`config.mk`:
```
export PLATFORM = sky130hd
export DESIGN_NAME = roi_depth_statistics_core
export DESIGN_NICKNAME = d
export VERILOG_FILES = /design/src/rtl/rds_pkg.sv /design/src/rtl/roi_depth_statistics_core.sv /design/src/rtl/rds_ctrl.sv /design/src/rtl/rds_datapath.sv
export SDC_FILE = /design/constraint.sdc
export NUM_CORES = 2
export LEC_CHECK = 0
export BUFFER_PORTS_ARGS = -buffer_cell sky130_fd_sc_hd__buf_2
export CELL_PAD_IN_SITES_DETAIL_PLACEMENT = 0
export CELL_PAD_IN_SITES_GLOBAL_PLACEMENT = 1
export CORE_MARGIN = 5
export CORE_UTILIZATION = 40
export CTS_CLUSTER_DIAMETER = 120
export DETAILED_ROUTE_END_ITERATION = 10
export GPL_TIMING_DRIVEN = 0
export PLACE_DENSITY_LB_ADDON = 0.08
export SYNTH_ARGS = -nofsm -noshare
export SYNTH_HDL_FRONTEND = slang
export SYNTH_SLANG_ARGS = --single-unit
export TNS_END_PERCENT = 10
```
`constraint.sdc`:
```
create_clock -name clk -period 6 [get_ports clk]
set_input_delay 1.2 -clock clk [delete_from_list [all_inputs] [get_ports clk]]
set_output_delay 1.2 -clock clk [all_outputs]
set_load 0.03 [all_outputs]
```
`src/rtl/rds_pkg.sv`:
```
package rds_pkg;

    // Configuration register indexes
    localparam logic [2:0] CFG_FRAME_WIDTH    = 3'd0;
    localparam logic [2:0] CFG_FRAME_HEIGHT   = 3'd1;
    localparam logic [2:0] CFG_UV_A_X         = 3'd2;
    localparam logic [2:0] CFG_UV_B_X         = 3'd3;
    localparam logic [2:0] CFG_UV_A_Y         = 3'd4;
    localparam logic [2:0] CFG_UV_B_Y         = 3'd5;
    localparam logic [2:0] CFG_MIN_CONFIDENCE = 3'd6;
    localparam logic [2:0] CFG_USE_CONFIDENCE = 3'd7;

    localparam int CFG_INDEX_W = 3;
    localparam int CFG_DATA_W  = 18;
    localparam int UV_W        = 18;
    localparam int SIZE_REG_W  = 11;
    localparam int DEPTH_W     = 16;
    localparam int CONF_W      = 9;
    localparam int COUNT_W     = 21;
    localparam int DSUM_W      = 36;
    localparam int CSUM_W      = 29;
    localparam int REM_W       = 21;

    // Full confidence and the pass used for a single raw unit
    localparam logic [CONF_W-1:0] CONF_FULL = 9'd510;
    localparam logic [CONF_W-1:0] CONF_ONE  = 9'd255;

    // Rounding offset for the UV-to-pixel mapping (0.5 in Q.16)
    localparam int ROUND_HALF = 32768;

    // Sequencer lengths
    localparam int CALC_STEPS = 6;
    localparam int DIV_STEPS  = 16;
    localparam int STEP_W     = 5;

    typedef struct packed {
        logic [DEPTH_W-1:0] depth_code;
        logic               depth_valid;
        logic [7:0]         conf_raw;
        logic               frame_end;
    } in_t;

    typedef struct packed {
        logic               found;
        logic [COUNT_W-1:0] sample_count;
        logic [DEPTH_W-1:0] mean_depth;
        logic [DEPTH_W-1:0] min_depth;
        logic [DEPTH_W-1:0] max_depth;
        logic [CONF_W-1:0]  mean_confidence;
    } out_t;

    typedef enum logic [1:0] {
        ST_CALC,
        ST_RUN,
        ST_DIV,
        ST_EMIT
    } state_t;

    // Controller to datapath
    typedef struct packed {
        logic       calc_load;
        logic [1:0] calc_idx;
        logic       pix_take;
        logic       div_load;
        logic       div_step;
        logic       emit;
    } cmd_t;

    // Datapath to controller
    typedef struct packed {
        logic pix_last;
        logic out_free;
    } sts_t;

endpackage

```
`src/rtl/roi_depth_statistics_core.sv`:
```
// Depth statistics over a rectangle of a raster-scanned depth frame.
// Input channel (in_valid / in_stall / in_data): one pixel per transfer in
// raster order; frame_end marks the last pixel of a frame.
// Output channel (out_valid / out_stall / out_data): one result per frame,
// sent after the frame_end pixel with count, means, min, max and found.
// Configuration: cfg_write with cfg_index and cfg_data writes one register
// at the clock edge; write only while no frame result is outstanding.
// Throughput: one pixel per cycle inside a frame while no configuration write
// is made. After a frame_end transfer the input stalls while two restoring
// dividers form both means one quotient bit per cycle, and until the output
// register is free to load the result.
// After reset, and after a configuration write in the map or run step, the
// input stalls while one shared multiplier maps the four corners to pixels.
// A receiver stall holds the result in the output register; pixels of the
// next frame keep flowing, and only its frame_end result waits for the slot.
// Reset (rst_n low, asynchronous) restores register defaults and clears the
// accumulators, the raster position and the output valid.
module roi_depth_statistics_core
#(
    parameter int MAX_WIDTH  = 1024,
    parameter int MAX_HEIGHT = 1024
)
(
    input  logic                            clk,
    input  logic                            rst_n,
    input  logic                            cfg_write,
    input  logic [rds_pkg::CFG_INDEX_W-1:0] cfg_index,
    input  logic [rds_pkg::CFG_DATA_W-1:0]  cfg_data,
    input  logic                            in_valid,
    output logic                            in_stall,
    input  rds_pkg::in_t                    in_data,
    output logic                            out_valid,
    input  logic                            out_stall,
    output rds_pkg::out_t                   out_data
);

    rds_pkg::cmd_t cmd;
    rds_pkg::sts_t sts;

    // Sequencer
    rds_ctrl u_ctrl
    (
        .clk       (clk),
        .rst_n     (rst_n),
        .in_valid  (in_valid),
        .cfg_write (cfg_write),
        .sts       (sts),
        .cmd       (cmd),
        .in_stall  (in_stall)
    );

    // Registers, rectangle mapping, accumulators, dividers, output register
    rds_datapath
    #(
        .MAX_WIDTH  (MAX_WIDTH),
        .MAX_HEIGHT (MAX_HEIGHT)
    )
    u_datapath
    (
        .clk       (clk),
        .rst_n     (rst_n),
        .cfg_write (cfg_write),
        .cfg_index (cfg_index),
        .cfg_data  (cfg_data),
        .in_data   (in_data),
        .out_stall (out_stall),
        .cmd       (cmd),
        .sts       (sts),
        .out_valid (out_valid),
        .out_data  (out_data)
    );

    // Hold the input after a frame_end transfer
    assert property (@(posedge clk) disable iff (!rst_n)
        in_valid && !in_stall && in_data.frame_end |=> in_stall)
        else $error("input not held after frame end transfer");

    // Load a new result only while the input is held
    assert property (@(posedge clk) disable iff (!rst_n)
        $rose(out_valid) |-> $past(in_stall))
        else $error("result loaded while pixels were taken");

    // An empty result carries zeros
    assert property (@(posedge clk) disable iff (!rst_n)
        out_valid && !out_data.found |->
            out_data.sample_count == '0 && out_data.mean_depth == '0 &&
            out_data.min_depth == '0 && out_data.max_depth == '0 &&
            out_data.mean_confidence == '0)
        else $error("empty result with nonzero fields");

    // A found result has a mean between min and max
    assert property (@(posedge clk) disable iff (!rst_n)
        out_valid && out_data.found |->
            out_data.sample_count != '0 &&
            out_data.min_depth <= out_data.mean_depth &&
            out_data.mean_depth <= out_data.max_depth)
        else $error("found result out of order");

endmodule

```
`src/rtl/rds_ctrl.sv`:
```
module rds_ctrl
(
    input  logic          clk,
    input  logic          rst_n,
    input  logic          in_valid,
    input  logic          cfg_write,
    input  rds_pkg::sts_t sts,
    output rds_pkg::cmd_t cmd,
    output logic          in_stall
);

    rds_pkg::state_t                 state_reg, state_next;
    logic [rds_pkg::STEP_W-1:0]      step_reg, step_next;

    // State and step registers
    always_ff @(posedge clk or negedge rst_n)
    begin
        if (!rst_n)
        begin
            state_reg <= rds_pkg::ST_CALC;
            step_reg  <= '0;
        end
        else
        begin
            state_reg <= state_next;
            step_reg  <= step_next;
        end
    end

    // Next state
    always_comb
    begin
        state_next = state_reg;
        step_next  = step_reg;
        case (state_reg)
            rds_pkg::ST_CALC:
            begin
                if (cfg_write)
                begin
                    step_next = '0;
                end
                else if (step_reg == rds_pkg::STEP_W'(rds_pkg::CALC_STEPS - 1))
                begin
                    state_next = rds_pkg::ST_RUN;
                    step_next  = '0;
                end
                else
                begin
                    step_next = step_reg + 1'b1;
                end
            end
            rds_pkg::ST_RUN:
            begin
                if (in_valid && sts.pix_last)
                begin
                    state_next = rds_pkg::ST_DIV;
                    step_next  = '0;
                end
                else if (cfg_write)
                begin
                    state_next = rds_pkg::ST_CALC;
                    step_next  = '0;
                end
            end
            rds_pkg::ST_DIV:
            begin
                if (step_reg == rds_pkg::STEP_W'(rds_pkg::DIV_STEPS))
                begin
                    state_next = rds_pkg::ST_EMIT;
                    step_next  = '0;
                end
                else
                begin
                    step_next = step_reg + 1'b1;
                end
            end
            rds_pkg::ST_EMIT:
            begin
                if (sts.out_free)
                begin
                    state_next = rds_pkg::ST_RUN;
                end
            end
            default:
            begin
                state_next = rds_pkg::ST_CALC;
                step_next  = '0;
            end
        endcase
    end

    // Outputs
    always_comb
    begin
        cmd          = '0;
        in_stall     = 1'b1;
        cmd.calc_idx = step_reg[1:0];
        case (state_reg)
            rds_pkg::ST_CALC:
            begin
                cmd.calc_load = (step_reg < rds_pkg::STEP_W'(4));
            end
            rds_pkg::ST_RUN:
            begin
                in_stall     = 1'b0;
                cmd.pix_take = in_valid;
            end
            rds_pkg::ST_DIV:
            begin
                cmd.div_load = (step_reg == '0);
                cmd.div_step = (step_reg != '0);
            end
            rds_pkg::ST_EMIT:
            begin
                cmd.emit = sts.out_free;
            end
            default:
            begin
                in_stall = 1'b1;
            end
        endcase
    end

endmodule

```
`src/rtl/rds_datapath.sv`:
```
module rds_datapath
#(
    parameter int MAX_WIDTH  = 1024,
    parameter int MAX_HEIGHT = 1024
)
(
    input  logic                               clk,
    input  logic                               rst_n,
    input  logic                               cfg_write,
    input  logic [rds_pkg::CFG_INDEX_W-1:0]    cfg_index,
    input  logic [rds_pkg::CFG_DATA_W-1:0]     cfg_data,
    input  rds_pkg::in_t                       in_data,
    input  logic                               out_stall,
    input  rds_pkg::cmd_t                      cmd,
    output rds_pkg::sts_t                      sts,
    output logic                               out_valid,
    output rds_pkg::out_t                      out_data
);

    localparam int XW  = $clog2(MAX_WIDTH);
    localparam int YW  = $clog2(MAX_HEIGHT);
    localparam int WW  = $clog2(MAX_WIDTH + 1);
    localparam int HW  = $clog2(MAX_HEIGHT + 1);
    localparam int OW  = (XW > YW) ? XW : YW;
    localparam int PRW = rds_pkg::UV_W + OW + 2;
    localparam int QW  = PRW - 16;

    // Configuration registers
    logic [rds_pkg::SIZE_REG_W-1:0]  fw_reg, fh_reg;
    logic signed [rds_pkg::UV_W-1:0] ua_x_reg, ub_x_reg, ua_y_reg, ub_y_reg;
    logic [rds_pkg::CONF_W-1:0]      minc_reg;
    logic                            usec_reg;

    always_ff @(posedge clk or negedge rst_n)
    begin
        if (!rst_n)
        begin
            fw_reg   <= 11'd256;
            fh_reg   <= 11'd256;
            ua_x_reg <= 18'sd0;
            ub_x_reg <= 18'sd65536;
            ua_y_reg <= 18'sd0;
            ub_y_reg <= 18'sd65536;
            minc_reg <= '0;
            usec_reg <= 1'b0;
        end
        else if (cfg_write)
        begin
            case (cfg_index)
                rds_pkg::CFG_FRAME_WIDTH:    fw_reg   <= cfg_data[10:0];
                rds_pkg::CFG_FRAME_HEIGHT:   fh_reg   <= cfg_data[10:0];
                rds_pkg::CFG_UV_A_X:         ua_x_reg <= $signed(cfg_data);
                rds_pkg::CFG_UV_B_X:         ub_x_reg <= $signed(cfg_data);
                rds_pkg::CFG_UV_A_Y:         ua_y_reg <= $signed(cfg_data);
                rds_pkg::CFG_UV_B_Y:         ub_y_reg <= $signed(cfg_data);
                rds_pkg::CFG_MIN_CONFIDENCE: minc_reg <= cfg_data[8:0];
                rds_pkg::CFG_USE_CONFIDENCE: usec_reg <= cfg_data[0];
                default:                     usec_reg <= usec_reg;
            endcase
        end
    end

    // Effective frame size: zero acts as one, large values clamp to the maximum
    logic [WW-1:0] w_eff;
    logic [HW-1:0] h_eff;
    logic [XW-1:0] wm1;
    logic [YW-1:0] hm1;

    always_comb
    begin
        if (fw_reg == '0)
            w_eff = WW'(1);
        else if (int'(fw_reg) > MAX_WIDTH)
            w_eff = WW'(MAX_WIDTH);
        else
            w_eff = WW'(fw_reg);
        if (fh_reg == '0)
            h_eff = HW'(1);
        else if (int'(fh_reg) > MAX_HEIGHT)
            h_eff = HW'(MAX_HEIGHT);
        else
            h_eff = HW'(fh_reg);
    end

    assign wm1 = XW'(w_eff - 1'b1);
    assign hm1 = YW'(h_eff - 1'b1);

    // Rectangle stage A: order the corners and pick one operand pair
    logic signed [rds_pkg::UV_W-1:0] lo_x, hi_x, lo_y, hi_y, sel_uv;
    logic [OW-1:0]                   sel_sm1;

    assign lo_x = (ua_x_reg < ub_x_reg) ? ua_x_reg : ub_x_reg;
    assign hi_x = (ua_x_reg < ub_x_reg) ? ub_x_reg : ua_x_reg;
    assign lo_y = (ua_y_reg < ub_y_reg) ? ua_y_reg : ub_y_reg;
    assign hi_y = (ua_y_reg < ub_y_reg) ? ub_y_reg : ua_y_reg;

    always_comb
    begin
        case (cmd.calc_idx)
            2'd0:
            begin
                sel_uv  = lo_x;
                sel_sm1 = OW'(wm1);
            end
            2'd1:
            begin
                sel_uv  = hi_x;
                sel_sm1 = OW'(wm1);
            end
            2'd2:
            begin
                sel_uv  = lo_y;
                sel_sm1 = OW'(hm1);
            end
            default:
            begin
                sel_uv  = hi_y;
                sel_sm1 = OW'(hm1);
            end
        endcase
    end

    logic signed [rds_pkg::UV_W-1:0] op_uv_reg;
    logic [OW-1:0]                   op_sm1_reg, b_sm1_reg;
    logic                            a_vld_reg, b_vld_reg;
    logic [1:0]                      a_idx_reg, b_idx_reg;
    logic signed [PRW-1:0]           prod_reg, prod_next;
    logic signed [PRW-1:0]           mul_a, mul_b;
    logic [QW-1:0]                   q_val;
    logic [OW-1:0]                   bound_val;
    logic [XW-1:0]                   sx_reg, ex_reg;
    logic [YW-1:0]                   sy_reg, ey_reg;

    // Rectangle stage B: scale by size - 1 and add the rounding half
    assign mul_a     = PRW'(op_uv_reg);
    assign mul_b     = $signed(PRW'(op_sm1_reg));
    assign prod_next = mul_a * mul_b + PRW'(rds_pkg::ROUND_HALF);

    // Rectangle stage C: floor and clamp into the pixel range
    assign q_val = prod_reg[PRW-1:16];

    always_comb
    begin
        if (prod_reg[PRW-1])
            bound_val = '0;
        else if (q_val > QW'(b_sm1_reg))
            bound_val = b_sm1_reg;
        else
            bound_val = q_val[OW-1:0];
    end

    always_ff @(posedge clk or negedge rst_n)
    begin
        if (!rst_n)
        begin
            a_vld_reg <= 1'b0;
            b_vld_reg <= 1'b0;
        end
        else
        begin
            a_vld_reg <= cmd.calc_load;
            b_vld_reg <= a_vld_reg;
        end
    end

    always_ff @(posedge clk)
    begin
        if (cmd.calc_load)
        begin
            op_uv_reg  <= sel_uv;
            op_sm1_reg <= sel_sm1;
            a_idx_reg  <= cmd.calc_idx;
        end
        if (a_vld_reg)
        begin
            prod_reg  <= prod_next;
            b_sm1_reg <= op_sm1_reg;
            b_idx_reg <= a_idx_reg;
        end
        if (b_vld_reg)
        begin
            case (b_idx_reg)
                2'd0:    sx_reg <= XW'(bound_val);
                2'd1:    ex_reg <= XW'(bound_val);
                2'd2:    sy_reg <= YW'(bound_val);
                default: ey_reg <= YW'(bound_val);
            endcase
        end
    end

    // Pixel confidence in units of 1/510
    logic [rds_pkg::CONF_W-1:0] conf;

    always_comb
    begin
        if (!usec_reg)
            conf = rds_pkg::CONF_FULL;
        else if (in_data.conf_raw == 8'd1)
            conf = rds_pkg::CONF_ONE;
        else if (in_data.conf_raw inside {[8'd2:8'd12]})
            conf = rds_pkg::CONF_FULL;
        else
            conf = {in_data.conf_raw, 1'b0};
    end

    // Accumulators and raster position
    logic [XW-1:0]                    col_reg;
    logic [YW-1:0]                    row_reg;
    logic [rds_pkg::DSUM_W-1:0]       dsum_reg;
    logic [rds_pkg::CSUM_W-1:0]       csum_reg;
    logic [rds_pkg::COUNT_W-1:0]      cnt_reg;
    logic [rds_pkg::DEPTH_W-1:0]      dmin_reg, dmax_reg;
    logic                             in_roi, qualify, col_wrap, row_wrap;

    assign in_roi = (col_reg >= sx_reg) && (col_reg <= ex_reg)
                 && (row_reg >= sy_reg) && (row_reg <= ey_reg);
    assign qualify = in_roi && in_data.depth_valid && (conf >= minc_reg)
                  && !cnt_reg[rds_pkg::COUNT_W-1];
    assign col_wrap = ((WW + 1)'(col_reg) + 1'b1) >= (WW + 1)'(w_eff);
    assign row_wrap = ((HW + 1)'(row_reg) + 1'b1) >= (HW + 1)'(h_eff);

    always_ff @(posedge clk or negedge rst_n)
    begin
        if (!rst_n)
        begin
            col_reg  <= '0;
            row_reg  <= '0;
            dsum_reg <= '0;
            csum_reg <= '0;
            cnt_reg  <= '0;
            dmin_reg <= '1;
            dmax_reg <= '0;
        end
        else if (cmd.emit)
        begin
            dsum_reg <= '0;
            csum_reg <= '0;
            cnt_reg  <= '0;
            dmin_reg <= '1;
            dmax_reg <= '0;
        end
        else if (cmd.pix_take)
        begin
            // Accumulate a qualifying pixel
            if (qualify)
            begin
                dsum_reg <= dsum_reg + rds_pkg::DSUM_W'(in_data.depth_code);
                csum_reg <= csum_reg + rds_pkg::CSUM_W'(conf);
                cnt_reg  <= cnt_reg + 1'b1;
                if (in_data.depth_code < dmin_reg)
                    dmin_reg <= in_data.depth_code;
                if (in_data.depth_code > dmax_reg)
                    dmax_reg <= in_data.depth_code;
            end
            // Advance the raster position, restart it at frame end
            if (in_data.frame_end)
            begin
                col_reg <= '0;
                row_reg <= '0;
            end
            else if (col_wrap)
            begin
                col_reg <= '0;
                row_reg <= row_wrap ? '0 : row_reg + 1'b1;
            end
            else
            begin
                col_reg <= col_reg + 1'b1;
            end
        end
    end

    // Restoring dividers, one quotient bit per step for both means
    logic [rds_pkg::REM_W-1:0] rem_d_reg, rem_c_reg, rem_d_next, rem_c_next;
    logic [15:0]               dq_reg, cq_reg;
    logic [rds_pkg::REM_W:0]   t_d, t_c, cnt_ext;
    logic                      ge_d, ge_c;

    assign cnt_ext    = (rds_pkg::REM_W + 1)'(cnt_reg);
    assign t_d        = {rem_d_reg, dq_reg[15]};
    assign t_c        = {rem_c_reg, cq_reg[15]};
    assign ge_d       = t_d >= cnt_ext;
    assign ge_c       = t_c >= cnt_ext;
    assign rem_d_next = ge_d ? rds_pkg::REM_W'(t_d - cnt_ext) : t_d[rds_pkg::REM_W-1:0];
    assign rem_c_next = ge_c ? rds_pkg::REM_W'(t_c - cnt_ext) : t_c[rds_pkg::REM_W-1:0];

    always_ff @(posedge clk)
    begin
        if (cmd.div_load)
        begin
            rem_d_reg <= rds_pkg::REM_W'(dsum_reg[rds_pkg::DSUM_W-1:16]);
            dq_reg    <= dsum_reg[15:0];
            rem_c_reg <= rds_pkg::REM_W'(csum_reg[rds_pkg::CSUM_W-1:16]);
            cq_reg    <= csum_reg[15:0];
        end
        else if (cmd.div_step)
        begin
            rem_d_reg <= rem_d_next;
            dq_reg    <= {dq_reg[14:0], ge_d};
            rem_c_reg <= rem_c_next;
            cq_reg    <= {cq_reg[14:0], ge_c};
        end
    end

    // Output register
    logic          out_valid_reg;
    rds_pkg::out_t out_reg;

    always_ff @(posedge clk or negedge rst_n)
    begin
        if (!rst_n)
            out_valid_reg <= 1'b0;
        else if (cmd.emit)
            out_valid_reg <= 1'b1;
        else if (!out_stall)
            out_valid_reg <= 1'b0;
    end

    always_ff @(posedge clk)
    begin
        if (cmd.emit)
        begin
            if (cnt_reg == '0)
            begin
                out_reg <= '0;
            end
            else
            begin
                out_reg.found           <= 1'b1;
                out_reg.sample_count    <= cnt_reg;
                out_reg.mean_depth      <= dq_reg;
                out_reg.min_depth       <= dmin_reg;
                out_reg.max_depth       <= dmax_reg;
                out_reg.mean_confidence <= cq_reg[rds_pkg::CONF_W-1:0];
            end
        end
    end

    assign out_valid    = out_valid_reg;
    assign out_data     = out_reg;
    assign sts.out_free = !out_valid_reg || !out_stall;
    assign sts.pix_last = in_data.frame_end;

endmodule

```
-- Word level (Yosys, flattened, before mapping)
Index checks and enable logic that the tools add are counted.
Widths: inputs -> output; s select.
- add/subtract/negate cells: 13
- $mul: 1
- $lt $le $gt $ge: 19
- eq/ne operators: 23
- multiplexer cells: 68
- bitwise operators: 2
- reductions and logical operators: 49
- operators by type and width (cell ; count):
    $mux 16 ; 12
    $mux 36 ; 3
    $mux 21 ; 5
    $mux 29 ; 3
    $mux 10 ; 8
    $mux 79 ; 1
    $mux 18 ; 4
    $pmux 18 s3 ; 1
    $ge 22x21->1 ; 2
    $mux 11 ; 4
    $sub 21x21->21 ; 2
    $mux 20 ; 2
    $add 36x16->36 ; 1
    $lt 18x18->1 ; 2
    $add 30x17->30 const B ; 1
    $reduce_and 2->1 ; 15
    $add 29x9->29 ; 1
    $mul 18x11->29 ; 1
    $mux 9 ; 3
    $mux 13 ; 2
    $mux 5 ; 5
    $add 10x1->11 const B ; 2
    $ge 11x11->1 ; 2
    $gt 11x11->1 const B ; 2
    44 further kinds ; 91
- flip-flop bits (word level): 517
- bits of input ports: 52

-- Logic depth before layout (Yosys ltp)
- depth after elaboration: 11
- depth in mapped cells: 26
- mapped depth without buffers: 25

-- Cells and area by module
A second synthesis with hierarchy kept.
- cell total of the unflattened synthesis: 3421
- area total of the unflattened synthesis: 35233.8 µm²
- by module, submodules not included (module ; times used ; cells an instance ; area each (µm²)):
    rds_datapath ; 1 ; 3355 ; 34640.7
    rds_ctrl ; 1 ; 66 ; 593.1

-- Worst setup path after synthesis
Ideal clock, no wire load.
- path kind: register to register
- from: register u_datapath.op_sm1_reg[4]
- to: register u_datapath.prod_reg[27] (data pin)
- setup time: 0.258 ns
- data arrival time: 6.136 ns
- setup slack: -0.393 ns
- stages on the path, launching flop included: 26
- path buffers: 2
- period minus slack after synthesis: 6.393 ns
- cells stage by stage: edfxtp_1 -> clkbuf_1 -> clkbuf_1 -> nand2_1 -> fa_1 -> fa_1 -> inv_1 -> fa_1 -> fa_1 -> inv_1 -> fa_1 -> inv_1 -> ha_1 -> a21oi_1 -> nand2_1 -> a21o_1 -> a31oi_1 -> xnor2_1 -> ha_1 -> nand3_1 -> mux2_2 -> and4bb_2 -> and4_1 -> and4_1 -> o21ai_1 -> xnor2_1
- longest elaborated chain between the ends: 2
- RTL lines (what ; RTL line ; text):
    start: declaration ; rds_datapath.sv:124 ; logic [OW-1:0] op_sm1_reg, b_sm1_reg;
    start signal: assignment ; rds_datapath.sv:171 ; op_sm1_reg <= sel_sm1;
    $mul 18x11->29 ; rds_datapath.sv:137 ; assign prod_next = mul_a * mul_b + PRW'(rds_pkg::ROUND_HALF);
    $add 30x17->30 ; rds_datapath.sv:137 ;
    named net u_datapath.prod_next[27] ; rds_datapath.sv:127 ; logic signed [PRW-1:0] prod_reg, prod_next;
    end signal: assignment ; rds_datapath.sv:176 ; prod_reg <= prod_next;
    end: declaration ; rds_datapath.sv:127 ;
The timed path passes the listed nets, and every way through them passes these cells.
A chain may end at the register's enable or synchronous reset.

-- Worst setup path in the final report
- from: register u_datapath.op_uv_reg[3] (netlist name)
- to: register u_datapath.prod_reg[25] (data pin)
- longest elaborated chain between the ends: 2
- RTL lines (what ; RTL line ; text):
    start: declaration ; rds_datapath.sv:123 ; logic signed [rds_pkg::UV_W-1:0] op_uv_reg;
    start signal: assignment ; rds_datapath.sv:170 ; op_uv_reg <= sel_uv;
    $mul 18x11->29 ; rds_datapath.sv:137 ;
    $add 30x17->30 ; rds_datapath.sv:137 ;
    named net u_datapath.prod_next[25] ; rds_datapath.sv:127 ;
The timed path passes the listed nets, and every way through them passes these cells.

==> out/metrics.cfg <==
[synthesis]
synthDominantAreaCellType=sky130_fd_sc_hd__edfxtp_1
synth_top_flop_cell=sky130_fd_sc_hd__edfxtp_1
yosysUniqueCellTypes=81
netlist_area_um2=35700
cells_after_synthesis=3571
synth-edff-count=240
synth-seq-cells=501
synth_seq_area_share_pct=38.4
synth_fp_nets=4078
synth_area_per_cell_um2=9.99
synth.top_cell.area_share_pct=20.2
async_reset_ff_share_pct=50.3
most_numerous_cell_in_the_yosys_netlist=sky130_fd_sc_hd__inv_1
synth_top_cells_by_area=sky130_fd_sc_hd__edfxtp_1, sky130_fd_sc_hd__dfrtp_1, sky130_fd_sc_hd__ha_1
ys_top_cells_by_count=sky130_fd_sc_hd__inv_1, sky130_fd_sc_hd__nand2_1, sky130_fd_sc_hd__ha_1, sky130_fd_sc_hd__edfxtp_1, sky130_fd_sc_hd__dfrtp_1
yosysWarnings=0

[detailed_routing]
initialDrtViolationCount=1719
routed_wire_length_per_instance_um=20.8
wl_um=104000
drtPass1Iterations=6
drtAntennaViolNets=0
via_per_inst=5.33
vias_after_detailed_routing=26800
drcViolationCount=0

[clock_network]
htree_levels=2
cts_tree=yes
cts-root-buf=sky130_fd_sc_hd__clkbuf_16
worst_skew_pair.late_latency_ns=0.65
cts.clk_slew.worst_paths_ns=0.06
cts_sinks=501
numCtsBuffers=59
cts-hold-fix-buffers=0
clockBufferDepth=3

[timing]
final_hold_viol_count=0
fin_setup_tns_ns=-1.72
fin_worst_skew_ns=0.0562
final.period_utilization_pct=108
worst_slew_pin_slew_ns=1.46
postLayoutSetupSlackWorst_ns=-0.454
max_clock_freq_ghz=0.155
slew_headroom_pct=1.73
rsz0062_at_grt=yes
min_period_ns=6.45
setup_viol_count_final=8
timing_max_transition_violations_final=0
timing.hold.ws_ns=0.473

[worst_setup_path]
worstPathArrival_ns=6.87
critical_path.max_fanout=6
critical_path.max_stage_delay_ns=0.53
crit_path_start_kind=flop
critPathKind=reg2reg
cp_data_required_time_ns=6.41
cp-end-kind=flop
crit_path_cell_trace=clkbuf_8 -> and2_4 -> fa_1 -> inv_2 -> fa_2 -> inv_2 -> fa_2 -> fa_1 -> inv_1 -> fa_1 -> inv_2 -> ha_4 -> and3_1 -> a311oi_2 -> o21ai_2 -> xor2_2 -> ha_4 -> nand3_2 -> mux2_4 -> and4bb_2 -> and4_4 -> a21oi_2 -> o211ai_1 -> xor2_1
r2r_worst_path_depth=24
cpMaxStageDelayCell=sky130_fd_sc_hd__fa_2

[global_route]
globalRouteTotalUtil_pct=21.7
number_of_global_route_vias_before_repair=26800
pin_count_of_the_biggest_net_entering_global_routing=103
grt_first_pass_wirelength_um=162000
grt-ovfl-total=0
antenna_found_initial=7

[run_status]
violations_in_the_final_reports=setup timing
result_of_the_run=finished, violations left

[placement]
numPortBuffers=129
dpl_cell_area_um2=38100
gpl.final_weighted_congestion=0.836
dp.final_hpwl_um=78500
post-place-ws_ns=-1.10

[layout]
nNetsFinal=4318
fill_cells=8492
fraction_of_final_layout_cells_with_drive_strength_greater_than_1_pct=16.4
largest_register_ffs=79
layout-area-overhead-vs-synth_pct=15.4
finish.instance_area_um2=41200

[floorplanning]
floorplan.die.height_um=309
floorplan.die_area_um2=95300
start_util_pct=40.3
core.rowCount=109
io-pin-count=133
core-area_um2=88500
chipWidth_um=309

[worst_hold_path]
number_of_cells_on_the_worst_hold_path=2
hold_path_class=reg2reg

[job]
drv.max_cap_violation_count=0

==> final cells by class <==
cell class / instances / area [µm²] / share of cell area [%]
timing repair buffer: 193 / 1300 / 3.15
tap: 1165 / 1460 / 3.54
clock buffer: 73 / 1600 / 3.89
clock inverter: 39 / 524 / 1.27
antenna: 4 / 10.0 / 0.0243
inverter: 427 / 1600 / 3.89
buffer: 155 / 841 / 2.04
multi-input combinational: 2474 / 20100 / 48.9
sequential: 501 / 13700 / 33.3
==> final timing paths <==
path,from,to,slack (ns)
worst min-delay path,u_datapath.rem_d_reg[20],u_datapath.rem_d_reg[20],0.47
worst max register to register,u_datapath.op_uv_reg[3],u_datapath.prod_reg[25],-0.45
worst min register to register,u_datapath.rem_d_reg[20],u_datapath.rem_d_reg[20],0.47
max in group asynchronous,rst_n,u_datapath.ub_y_reg[8],4.51
worst max-delay path,u_datapath.op_uv_reg[3],u_datapath.prod_reg[25],-0.45
min in group asynchronous,rst_n,u_datapath.dsum_reg[23],0.50
==> placed cells by master, fill, tap and decap left out, types with 46 or more instances in the layout <==
cell | synthesis | routed
sky130_fd_sc_hd__buf_4 | 4 | 56
sky130_fd_sc_hd__clkbuf_1 | 141 | 121
sky130_fd_sc_hd__xnor2_1 | 63 | 62
sky130_fd_sc_hd__clkbuf_16 | 0 | 66
sky130_fd_sc_hd__nor2b_1 | 51 | 50
sky130_fd_sc_hd__a21o_1 | 54 | 54
sky130_fd_sc_hd__fa_1 | 164 | 157
sky130_fd_sc_hd__mux2i_1 | 65 | 65
sky130_fd_sc_hd__o21ai_0 | 130 | 125
sky130_fd_sc_hd__nand2_1 | 352 | 344
sky130_fd_sc_hd__and2_1 | 91 | 85
sky130_fd_sc_hd__nand3_1 | 81 | 80
sky130_fd_sc_hd__dfrtp_1 | 232 | 232
sky130_fd_sc_hd__nand4_1 | 46 | 46
sky130_fd_sc_hd__buf_2 | 16 | 144
sky130_fd_sc_hd__ha_1 | 291 | 279
sky130_fd_sc_hd__a21oi_1 | 168 | 162
sky130_fd_sc_hd__inv_1 | 425 | 415
sky130_fd_sc_hd__edfxtp_1 | 240 | 240
sky130_fd_sc_hd__nor2_1 | 199 | 197
sky130_fd_sc_hd__mux2_2 | 178 | 177
==> timing repair <==
item,4_1_cts,5_1_grt
pin swaps,59,11
gates resized for setup,85,17
setup buffers,56,4
setup endpoints to repair,12,13
==> through the flow <==
step                cells  utilization (%)
floorplan            3571                -
global placement     4865             42.9
detailed placement   4869             43.0
CTS                  5025             46.4
global route         5027             46.5
finish               5031             46.5
==> routing by layer <==
metal  track usage (%)  up-vias  wire length [µm]
li1                  -    12900                 -
met4              3.89        4              1670
met5                 0        -                27
met1              33.4    13300             53200
met3              2.92      108              4130
met2              33.1      463             45500
==> cells by family after synthesis <==
family	after synthesis	synth area share, %
and+or+nand+nor	1062	14.6
AOI/OAI and AO/OA	614	11.3
buffers and inverters	596	6.37
DFF	501	38.4
adders and majority gates	455	19.4
muxes	243	7.44
xor gates and xnor gates	100	2.45
==> worst max-delay path, delay by kind of cell (launching register included) <==
family          cells  cell delay (ns)
simple gates        5             0.97
mux                 1             0.29
xor+xnor            2             0.56
flops               1             0.48
buf+inv             5             0.40
fa+ha+maj           7             2.88
compound gates      4             0.66
Power is not shown: default switching activity piles up to over one toggle a cycle in this logic, so the estimate is an artifact.
